**src/hw/rtl/pvdd_pkg.sv**
```systemverilog
// shared types and constants for the postings varint delta decoder
`timescale 1ns / 1ps

package pvdd_pkg;

  // parser phase codes
  typedef enum logic [2:0] {
    PH_HEADER = 3'd0,
    PH_DELTA  = 3'd1,
    PH_SCORE  = 3'd2,
    PH_IDLEN  = 3'd3,
    PH_IDBYTE = 3'd4,
    PH_DRAIN  = 3'd5
  } phase_t;

  // result kind codes
  localparam logic [1:0] KIND_HEADER = 2'd0;
  localparam logic [1:0] KIND_IDBYTE = 2'd1;
  localparam logic [1:0] KIND_END    = 2'd2;

  // end status codes
  localparam logic [1:0] ST_CLEAN     = 2'd0;
  localparam logic [1:0] ST_TRUNCATED = 2'd1;
  localparam logic [1:0] ST_SHORT_HDR = 2'd2;

  // varint limits
  localparam logic [2:0] LAST_GROUP   = 3'd4;

  // one result item
  typedef struct packed {
    logic [1:0]  kind;
    logic [31:0] doc_hash;
    logic [31:0] score_bits;
    logic [15:0] id_length;
    logic [7:0]  id_byte;
    logic        posting_done;
    logic        end_of_list;
    logic [1:0]  status;
  } result_t;

endpackage

```
**src/hw/rtl/postings_varint_delta_decoder.sv**
```systemverilog
// postings buffer parser: count header, varint deltas, scores, id lengths and id bytes
// a result is registered in the output register, or in the skid register while the output is held
// throughput: one byte per cycle, sustained while the result side takes items
// a one-item skid register keeps input open while a result waits, until a second result comes
// reset: rst is synchronous; clears the parser to the header phase and empties both
// result registers; the last byte of a buffer also returns the parser to that state
`timescale 1ns / 1ps

module postings_varint_delta_decoder (
  input  logic        clk,
  input  logic        rst,
  input  logic        s_tvalid,
  output logic        s_tready,
  input  logic [7:0]  s_tdata,   // [7:0] data_byte
  input  logic        s_tlast,   // last_byte
  output logic        m_tvalid,
  input  logic        m_tready,
  output logic [95:0] m_tdata,   // [31:0] doc_hash, [63:32] score_bits, [79:64] id_length,
                                 // [87:80] id_byte, [88] posting_done, [90:89] status
  output logic [1:0]  m_tuser,   // [1:0] kind
  output logic        m_tlast    // end_of_list
);

  // parser state
  pvdd_pkg::phase_t phase, phase_next;
  logic [1:0]  byte_idx, byte_idx_next;
  logic [31:0] postings_left, postings_left_next;
  logic [31:0] delta_accum, delta_accum_next;
  logic [2:0]  delta_group, delta_group_next;
  logic [31:0] running_hash, running_hash_next;
  logic [31:0] score_reg, score_reg_next;
  logic [15:0] id_len_reg, id_len_reg_next;
  logic [15:0] id_bytes_left, id_bytes_left_next;

  // result registers
  pvdd_pkg::result_t out_item, skid_item, res;
  logic              skid_valid;
  logic              has_res;
  logic              accept;

  // scratch values
  logic [31:0] delta_bits;
  logic [31:0] delta_word;
  logic [15:0] id_len_full;
  logic [15:0] id_left_dec;
  logic [31:0] postings_dec;

  assign s_tready = !skid_valid;
  assign accept   = s_tvalid && s_tready;

  // place the payload bits of this varint byte: seven per group, four in the last group
  always_comb begin
    case (delta_group)
      3'd0:    delta_bits = {25'd0, s_tdata[6:0]};
      3'd1:    delta_bits = {18'd0, s_tdata[6:0], 7'd0};
      3'd2:    delta_bits = {11'd0, s_tdata[6:0], 14'd0};
      3'd3:    delta_bits = {4'd0, s_tdata[6:0], 21'd0};
      default: delta_bits = {s_tdata[3:0], 28'd0};
    endcase
  end

  assign delta_word   = delta_accum | delta_bits;
  assign id_len_full  = {s_tdata, id_len_reg[7:0]};
  assign id_left_dec  = id_bytes_left - 16'd1;
  assign postings_dec = postings_left - 32'd1;

  // next parser state and result for the byte at the input
  always_comb begin
    phase_next         = phase;
    byte_idx_next      = byte_idx;
    postings_left_next = postings_left;
    delta_accum_next   = delta_accum;
    delta_group_next   = delta_group;
    running_hash_next  = running_hash;
    score_reg_next     = score_reg;
    id_len_reg_next    = id_len_reg;
    id_bytes_left_next = id_bytes_left;
    has_res            = 1'b0;
    res                = '0;

    unique case (phase)
      pvdd_pkg::PH_HEADER: begin
        postings_left_next = {s_tdata, postings_left[31:8]};
        byte_idx_next      = byte_idx + 2'd1;
        if (byte_idx == 2'd3) begin
          byte_idx_next = 2'd0;
          phase_next    = (postings_left_next != 32'd0) ? pvdd_pkg::PH_DELTA
                                                        : pvdd_pkg::PH_DRAIN;
        end
      end
      pvdd_pkg::PH_DELTA: begin
        if (!s_tdata[7] || delta_group == pvdd_pkg::LAST_GROUP) begin
          running_hash_next = running_hash + delta_word;
          delta_accum_next  = 32'd0;
          delta_group_next  = 3'd0;
          byte_idx_next     = 2'd0;
          phase_next        = pvdd_pkg::PH_SCORE;
        end else begin
          delta_accum_next = delta_word;
          delta_group_next = delta_group + 3'd1;
        end
      end
      pvdd_pkg::PH_SCORE: begin
        score_reg_next = {s_tdata, score_reg[31:8]};
        byte_idx_next  = byte_idx + 2'd1;
        if (byte_idx == 2'd3) begin
          byte_idx_next = 2'd0;
          phase_next    = pvdd_pkg::PH_IDLEN;
        end
      end
      pvdd_pkg::PH_IDLEN: begin
        if (byte_idx == 2'd0) begin
          id_len_reg_next = {8'd0, s_tdata};
          byte_idx_next   = 2'd1;
        end else begin
          id_len_reg_next    = id_len_full;
          id_bytes_left_next = id_len_full;
          byte_idx_next      = 2'd0;
          has_res            = 1'b1;
          res.kind           = pvdd_pkg::KIND_HEADER;
          res.doc_hash       = running_hash;
          res.score_bits     = score_reg;
          res.id_length      = id_len_full;
          if (id_len_full == 16'd0) begin
            // empty id closes the posting at once
            res.posting_done   = 1'b1;
            postings_left_next = postings_dec;
            phase_next         = (postings_dec != 32'd0) ? pvdd_pkg::PH_DELTA
                                                         : pvdd_pkg::PH_DRAIN;
          end else begin
            phase_next = pvdd_pkg::PH_IDBYTE;
          end
        end
      end
      pvdd_pkg::PH_IDBYTE: begin
        has_res            = 1'b1;
        res.kind           = pvdd_pkg::KIND_IDBYTE;
        res.doc_hash       = running_hash;
        res.score_bits     = score_reg;
        res.id_length      = id_len_reg;
        res.id_byte        = s_tdata;
        id_bytes_left_next = id_left_dec;
        if (id_left_dec == 16'd0) begin
          res.posting_done   = 1'b1;
          postings_left_next = postings_dec;
          byte_idx_next      = 2'd0;
          phase_next         = (postings_dec != 32'd0) ? pvdd_pkg::PH_DELTA
                                                       : pvdd_pkg::PH_DRAIN;
        end
      end
      default: begin
      end
    endcase

    // end of buffer: report status and fall back to the reset state
    if (s_tlast) begin
      if (phase_next == pvdd_pkg::PH_HEADER) begin
        res.status = pvdd_pkg::ST_SHORT_HDR;
      end else if (phase_next == pvdd_pkg::PH_SCORE || phase_next == pvdd_pkg::PH_IDLEN ||
                   phase_next == pvdd_pkg::PH_IDBYTE ||
                   (phase_next == pvdd_pkg::PH_DELTA && delta_group_next != 3'd0)) begin
        res.status = pvdd_pkg::ST_TRUNCATED;
      end else begin
        res.status = pvdd_pkg::ST_CLEAN;
      end
      if (!has_res) begin
        res.kind = pvdd_pkg::KIND_END;
      end
      has_res            = 1'b1;
      res.end_of_list    = 1'b1;
      phase_next         = pvdd_pkg::PH_HEADER;
      byte_idx_next      = 2'd0;
      postings_left_next = 32'd0;
      delta_accum_next   = 32'd0;
      delta_group_next   = 3'd0;
      running_hash_next  = 32'd0;
      score_reg_next     = 32'd0;
      id_len_reg_next    = 16'd0;
      id_bytes_left_next = 16'd0;
    end
  end

  // parser state registers
  always_ff @(posedge clk) begin
    if (rst) begin
      phase         <= pvdd_pkg::PH_HEADER;
      byte_idx      <= 2'd0;
      postings_left <= 32'd0;
      delta_accum   <= 32'd0;
      delta_group   <= 3'd0;
      running_hash  <= 32'd0;
      score_reg     <= 32'd0;
      id_len_reg    <= 16'd0;
      id_bytes_left <= 16'd0;
    end else if (accept) begin
      phase         <= phase_next;
      byte_idx      <= byte_idx_next;
      postings_left <= postings_left_next;
      delta_accum   <= delta_accum_next;
      delta_group   <= delta_group_next;
      running_hash  <= running_hash_next;
      score_reg     <= score_reg_next;
      id_len_reg    <= id_len_reg_next;
      id_bytes_left <= id_bytes_left_next;
    end
  end

  // output register with one skid entry
  always_ff @(posedge clk) begin
    if (rst) begin
      m_tvalid   <= 1'b0;
      skid_valid <= 1'b0;
    end else if (m_tvalid && !m_tready) begin
      if (accept && has_res) begin
        skid_valid <= 1'b1;
      end
    end else if (skid_valid) begin
      m_tvalid   <= 1'b1;
      skid_valid <= 1'b0;
    end else begin
      m_tvalid <= accept && has_res;
    end
  end

  // result payload
  always_ff @(posedge clk) begin
    if (m_tvalid && !m_tready) begin
      if (accept && has_res) begin
        skid_item <= res;
      end
    end else if (skid_valid) begin
      out_item <= skid_item;
    end else begin
      out_item <= res;
    end
  end

  assign m_tdata = {5'd0, out_item.status, out_item.posting_done, out_item.id_byte,
                    out_item.id_length, out_item.score_bits, out_item.doc_hash};
  assign m_tuser = out_item.kind;
  assign m_tlast = out_item.end_of_list;

`ifndef SYNTHESIS
  // skid entry is only used behind a held result
  a_skid_behind_out: assert property (@(posedge clk) disable iff (rst)
    skid_valid |-> m_tvalid)
    else $error("skid entry valid with empty output register");

  // varint never runs past five groups
  a_group_range: assert property (@(posedge clk) disable iff (rst)
    delta_group <= pvdd_pkg::LAST_GROUP)
    else $error("varint group count out of range");

  // id byte phase always has bytes left to take
  a_id_left: assert property (@(posedge clk) disable iff (rst)
    (phase == pvdd_pkg::PH_IDBYTE) |-> (id_bytes_left != 16'd0))
    else $error("id byte phase with no bytes left");

  // last byte returns the parser to a clean header phase
  a_last_resets: assert property (@(posedge clk) disable iff (rst)
    (accept && s_tlast) |=> (phase == pvdd_pkg::PH_HEADER && postings_left == 32'd0 &&
                             running_hash == 32'd0))
    else $error("parser not cleared after last byte");

  // hash stays clear while the count header is read
  a_header_hash: assert property (@(posedge clk) disable iff (rst)
    (phase == pvdd_pkg::PH_HEADER) |-> (running_hash == 32'd0 && delta_accum == 32'd0))
    else $error("hash not clear in header phase");
`endif

endmodule

```
**config.mk**
```make
export PLATFORM = sky130hd
export DESIGN_NAME = postings_varint_delta_decoder
export DESIGN_NICKNAME = d
export VERILOG_FILES = /design/src/hw/rtl/pvdd_pkg.sv /design/src/hw/rtl/postings_varint_delta_decoder.sv
export SDC_FILE = /design/constraint.sdc
export NUM_CORES = 1
export LEC_CHECK = 0
export BUFFER_PORTS_ARGS = -buffer_cell sky130_fd_sc_hd__buf_2
export CORE_ASPECT_RATIO = 1.75
export CORE_MARGIN = 2
export CORE_UTILIZATION = 30
export CTS_CLUSTER_SIZE = 16
export DETAILED_ROUTE_END_ITERATION = 10
export HOLD_SLACK_MARGIN = 0.12
export PLACE_DENSITY = 0.5
export SLEW_MARGIN = 25
export SYNTH_ARGS = -nofsm -noshare
export SYNTH_HDL_FRONTEND = slang
export SYNTH_SLANG_ARGS = --single-unit
```
**constraint.sdc**
```tcl
create_clock -name clk -period 16.1 [get_ports clk]
set_clock_uncertainty 0.05 [all_clocks]
set_input_delay 4.025 -clock clk [delete_from_list [all_inputs] [get_ports clk]]
set_output_delay 4.025 -clock clk [all_outputs]
set_load 0.02 [all_outputs]
```
Word-level counts from Yosys, hierarchy flattened
Index checks and enable logic that the tools add are counted.
{ "word_totals": {"register_bits": 358, "output_inout_bits": 101, "word_cells": 147} }
{ "classes": {"n_addsub": 5, "eq_ne": 17, "muxes": 56, "n_bitwise": 2, "reduce_logical": 39} }
{ "ops": {"columns": ["operator", "n"], "rows": [
  ["32-bit 2-to-1 mux", 12],
  ["82-bit one-hot mux with 2 select lines", 1],
  ["32-bit one-hot mux with 4 select lines", 1],
  ["32-bit one-hot mux with 3 select lines", 1],
  ["94-bit 2-to-1 mux", 1],
  ["16-bit 2-to-1 mux", 5],
  ["80-bit 2-to-1 mux", 1],
  ["32-bit nonzero test", 2],
  ["3-bit 2-to-1 mux", 13],
  ["32-bit adder", 1],
  ["16-bit logical NOT", 2],
  ["32-bit bitwise OR", 1],
  ["16-bit one-hot mux with 2 select lines", 1],
  ["32-bit by 1-bit subtractor with 32-bit output (second input constant)", 1],
  ["3-bit by 2-bit == test with 1-bit output (second input constant)", 6],
  ["16-bit by 1-bit subtractor with 16-bit output (second input constant)", 1],
  ["3-bit one-hot mux with 5 select lines", 1],
  ["2-bit 2-to-1 mux", 7],
  ["3-bit inequality test (second input constant)", 4],
  ["2-bit nonzero test", 5],
  ["3-bit by 1-bit == test with 1-bit output (second input constant)", 3],
  ["3-bit == test (second input constant)", 3],
  ["3-bit logical NOT", 3],
  ["3-bit AND reduction", 3],
  ["other kinds (19)", 40]
]} }

Longest topological paths before layout
{ "logic_depth": {"word_depth": 14, "depth_mapped": 17} }

Worst setup path after synthesis
OpenSTA, ideal clock, no wires.
{ "synth_path": {"path_type": "input-to-reg", "startpoint": "input port m_tready", "endpoint": "register skid_item[0] (netlist bit), enable pin", "setup_time_ns": 0.547, "arrival_time_ns": 10.442, "required_time_ns": 15.503, "path_slack_ns": 5.061, "cell_stages": 2, "cell_sequence": "nand2b_1 -> nor2_1"} }
{ "synth_between": {"elab_chain_cells": 3} }
{ "synth_lines": {"columns": ["element", "line", "rtl"], "rows": [
  ["start, declared", "postings_varint_delta_decoder.sv:17", "input logic m_tready,"],
  ["1-bit logical NOT", "postings_varint_delta_decoder.sv:227", "if (m_tvalid && !m_tready) begin"],
  ["1-bit logical AND", "postings_varint_delta_decoder.sv:227", null],
  ["2-bit AND reduction (no line)", null, null],
  ["end signal, assigned", "postings_varint_delta_decoder.sv:229", "skid_item <= res;"],
  ["end, declared", "postings_varint_delta_decoder.sv:36", "pvdd_pkg::result_t out_item, skid_item, res;"]
]} }
Every way passes these cells.
A chain may end at the register's enable or synchronous reset.

Worst setup path after layout
{ "layout_path": {"startpoint": "input port s_tdata[0]", "endpoint": "register running_hash[24]"} }
{ "layout_between": {"elab_chain_cells": 6} }
{ "layout_lines": {"columns": ["element", "line", "rtl"], "rows": [
  ["start, declared", "postings_varint_delta_decoder.sv:14", "input logic [7:0] s_tdata,"],
  ["32-bit one-hot mux with 4 select lines", "postings_varint_delta_decoder.sv:53", "case (delta_group)"],
  ["32-bit bitwise OR", "postings_varint_delta_decoder.sv:62", "assign delta_word = delta_accum | delta_bits;"],
  ["32-bit adder", "postings_varint_delta_decoder.sv:93", "running_hash_next = running_hash + delta_word;"],
  ["32-bit 2-to-1 mux", "postings_varint_delta_decoder.sv:92", "if (!s_tdata[7] || delta_group == pvdd_pkg::LAST_GROUP) begin"],
  ["32-bit 2-to-1 mux", "postings_varint_delta_decoder.sv:81", "unique case (phase)"],
  ["32-bit 2-to-1 mux", "postings_varint_delta_decoder.sv:156", "if (s_tlast) begin"],
  ["end signal, assigned", "postings_varint_delta_decoder.sv:201", "running_hash <= running_hash_next;"],
  ["end, declared", "postings_varint_delta_decoder.sv:30", "logic [31:0] running_hash, running_hash_next;"]
]} }
Every way passes these cells. The select of a mux whose other input is x is not followed.

==> metrics.yaml <==
status:
  status: "finished clean"
die:
  die_h_um: 322
  die_w_um: 186
  start_util_pct: 30.3
  num_rows: 116
  dieArea_um2: 59800
  core_area_um2: 57200
  io_pins: 114
drt:
  drt-initial-drc-count: 800
  vias_per_cell: 5.18
  drc: 0
  wirelength_um: 49300
  dr.pass1.iters: 7
  antenna_left: 0
  num_vias: 13300
  routedWlPerCell_um: 19.1
timing:
  hold_viol: 0
  worst_pin_slew_ps: 1040
  fin_crit_sh_pct: 42.4
  fin_hold_ws_ps: 401
  min_period_ps: 6830
  fmax_ghz: 0.146
  finalSetupViolCount: 0
  setup-tns-final_ps: 0
  relSlewSlack_pct: 30.4
  rsz0062_at_grt: "false"
  drv_slew: 0
grt:
  grt_pass1_wl_um: 77400
  antenna_found_initial: 2
  track_usage_pct: 16.5
  overflow: 0
  grt_pass1_vias: 13400
  grt_max_degree: 80
power_and_ir_drop:
  power_density_nw_per_um2: 99.3
  leakagePower_nw: 7.78
  power_mw: 1.98
  vdd_drop_max_mv: 0.0571
synthesis:
  avgSynthCellArea_um2: 10.1
  ys.flop_type: "edfxtp_1"
  synth-edff-count: 188
  netlist_area_um2: 17300
  synth-seq-cells: 358
  async_reset_ff_share_pct: 0
  synth_top_cell_by_area: "edfxtp_1"
  yosysTopAreaCellShare_pct: 32.5
  syn_inst: 1724
  ys_types: 77
  seq_area_frac_synth_pct: 52.2
  yosysWarnings: 0
  synth_area_leaders: "edfxtp_1 33%, dfxtp_1 20%, mux2_2 5.6%"
clock_network:
  cts_resized: 0
  numClockSinks: 358
  hold_buffers: 0
  postCtsSetupBuffers: 0
  clock_path_buffers: 3
  clockRootBuffer: "clkbuf_16"
  htreeDepth: 2
  cts_buffers: 37
  cts_tree: "done"
  clk_latency_ps: 560
  clk_pin_slew_ps: 60
finish:
  antennaDiodeCount: 0
  layout_common_cells: "188 x edfxtp_1, 170 x dfxtp_1, 158 x a21oi_1, 156 x nor2_1, 146 x nand2_1"
  largest_register_ffs: 94
  postLayoutCoreUtil_pct: 34.8
  layout_commonest_cell: "edfxtp_1"
  area_growth_pct: 14.6
  final_area_um2: 19900
  regMostFlops: "skid_item"
  final_nets: 1836
  drive_above_1_share_pct: 16.5
flow_run:
  max_cap_violations: 0
place:
  dpl-instance-area_um2: 18600
  hpwl_um: 33300
  portBuffers: 108
  gp_congestion: 0.869
critical_path:
  crit_required_ps: 16450
  critPathArrivalTime_ps: 7190
  critPathLaunchType: "input port"
  crit_fanout: 15
  end_kind: "flop"
  critical_path_class: "in2reg"
worst_hold_path:
  hold_path_class: "reg2reg"
-- worst max-delay path, stage by stage --
cell and delay (ps):
buf_2 270, a21o_1 230, ha_1 210, inv_1 80, fa_1 170, nand2b_1 150, a21oi_1 130, nor4_1 410
o21ai_0 200, a21oi_1 530, o21ai_0 250, a31oi_1 250, xor2_1 170, o21ai_0 90
-- stage by stage --
stage	cells	worst slack, ps
floorplan	1728	5060
global placement	2507	8700
detailed placement	2507	8710
CTS	2575	9270
global route	2576	8950
finish	2576	9270
-- worst paths after layout --
kind / from / slack, ps / depth (start not counted) / end
min: score_reg[6]$_SDFFE_PP0P_ / 400 / 2 / score_reg[6]$_SDFFE_PP0P_
min reg2reg: score_reg[6]$_SDFFE_PP0P_ / 400 / 2 / score_reg[6]$_SDFFE_PP0P_
max reg2reg: postings_left[0]$_SDFFE_PP0P_ / 11670 / 11 / m_tdata[89]$_DFFE_PN_
max: s_tdata[0] / 9270 / 14 / running_hash[24]$_SDFFE_PP0P_
-- where the power goes --
| part | switching, mW | internal, mW |
|---|---|---|
| combinational | 0.0806 | 0.0301 |
| clock | 0.394 | 0.493 |
| sequential | 0.00881 | 0.969 |
-- cells in the mapped netlist, drive strengths merged, types with 37 or more instances --
library cell	number
inv	37
dfxtp	170
and2	72
a21o	42
nand4	38
nand2	146
clkbuf	101
nor3	37
a21oi	158
nor2	160
ha	42
edfxtp	188
mux2	86
o21ai	90
-- kinds of logic after synthesis --
family          after synthesis  share of synthesized area (%)
xor+xnor                     36                           1.82
fa+ha+maj                    43                           3.14
mux                          89                           5.76
compound gates              440                           15.9
flops                       358                           52.2
simple gates                599                           17.5
buf+inv                     158                           3.63
other cells                   1                         0.0216
-- cell type report --
class / instances / area [µm²]
Tap cell: 767 / 960
Clock buffer: 48 / 987
Sequential cell: 358 / 9050
Timing Repair Buffer: 133 / 754
Clock inverter: 20 / 245
Multi-Input combinational cell: 1212 / 7750
Inverter: 38 / 144
Fill cell: 5866 / 37300
-- metal layers --
| metal | track usage, % | wire length, µm | vias to the layer above | part of all wire [%] |
|---|---|---|---|---|
| met5 | 0 | 16 | - | 0.032 |
| met4 | 6.89 | 1890 | 2 | 3.8 |
| met3 | 2.01 | 1760 | 100 | 3.6 |
| met2 | 29.8 | 25600 | 315 | 52 |
| met1 | 19.4 | 20000 | 6513 | 41 |
| li1 | - | - | 6419 | - |
No activity file was read; power rests on OpenSTA's default activity.
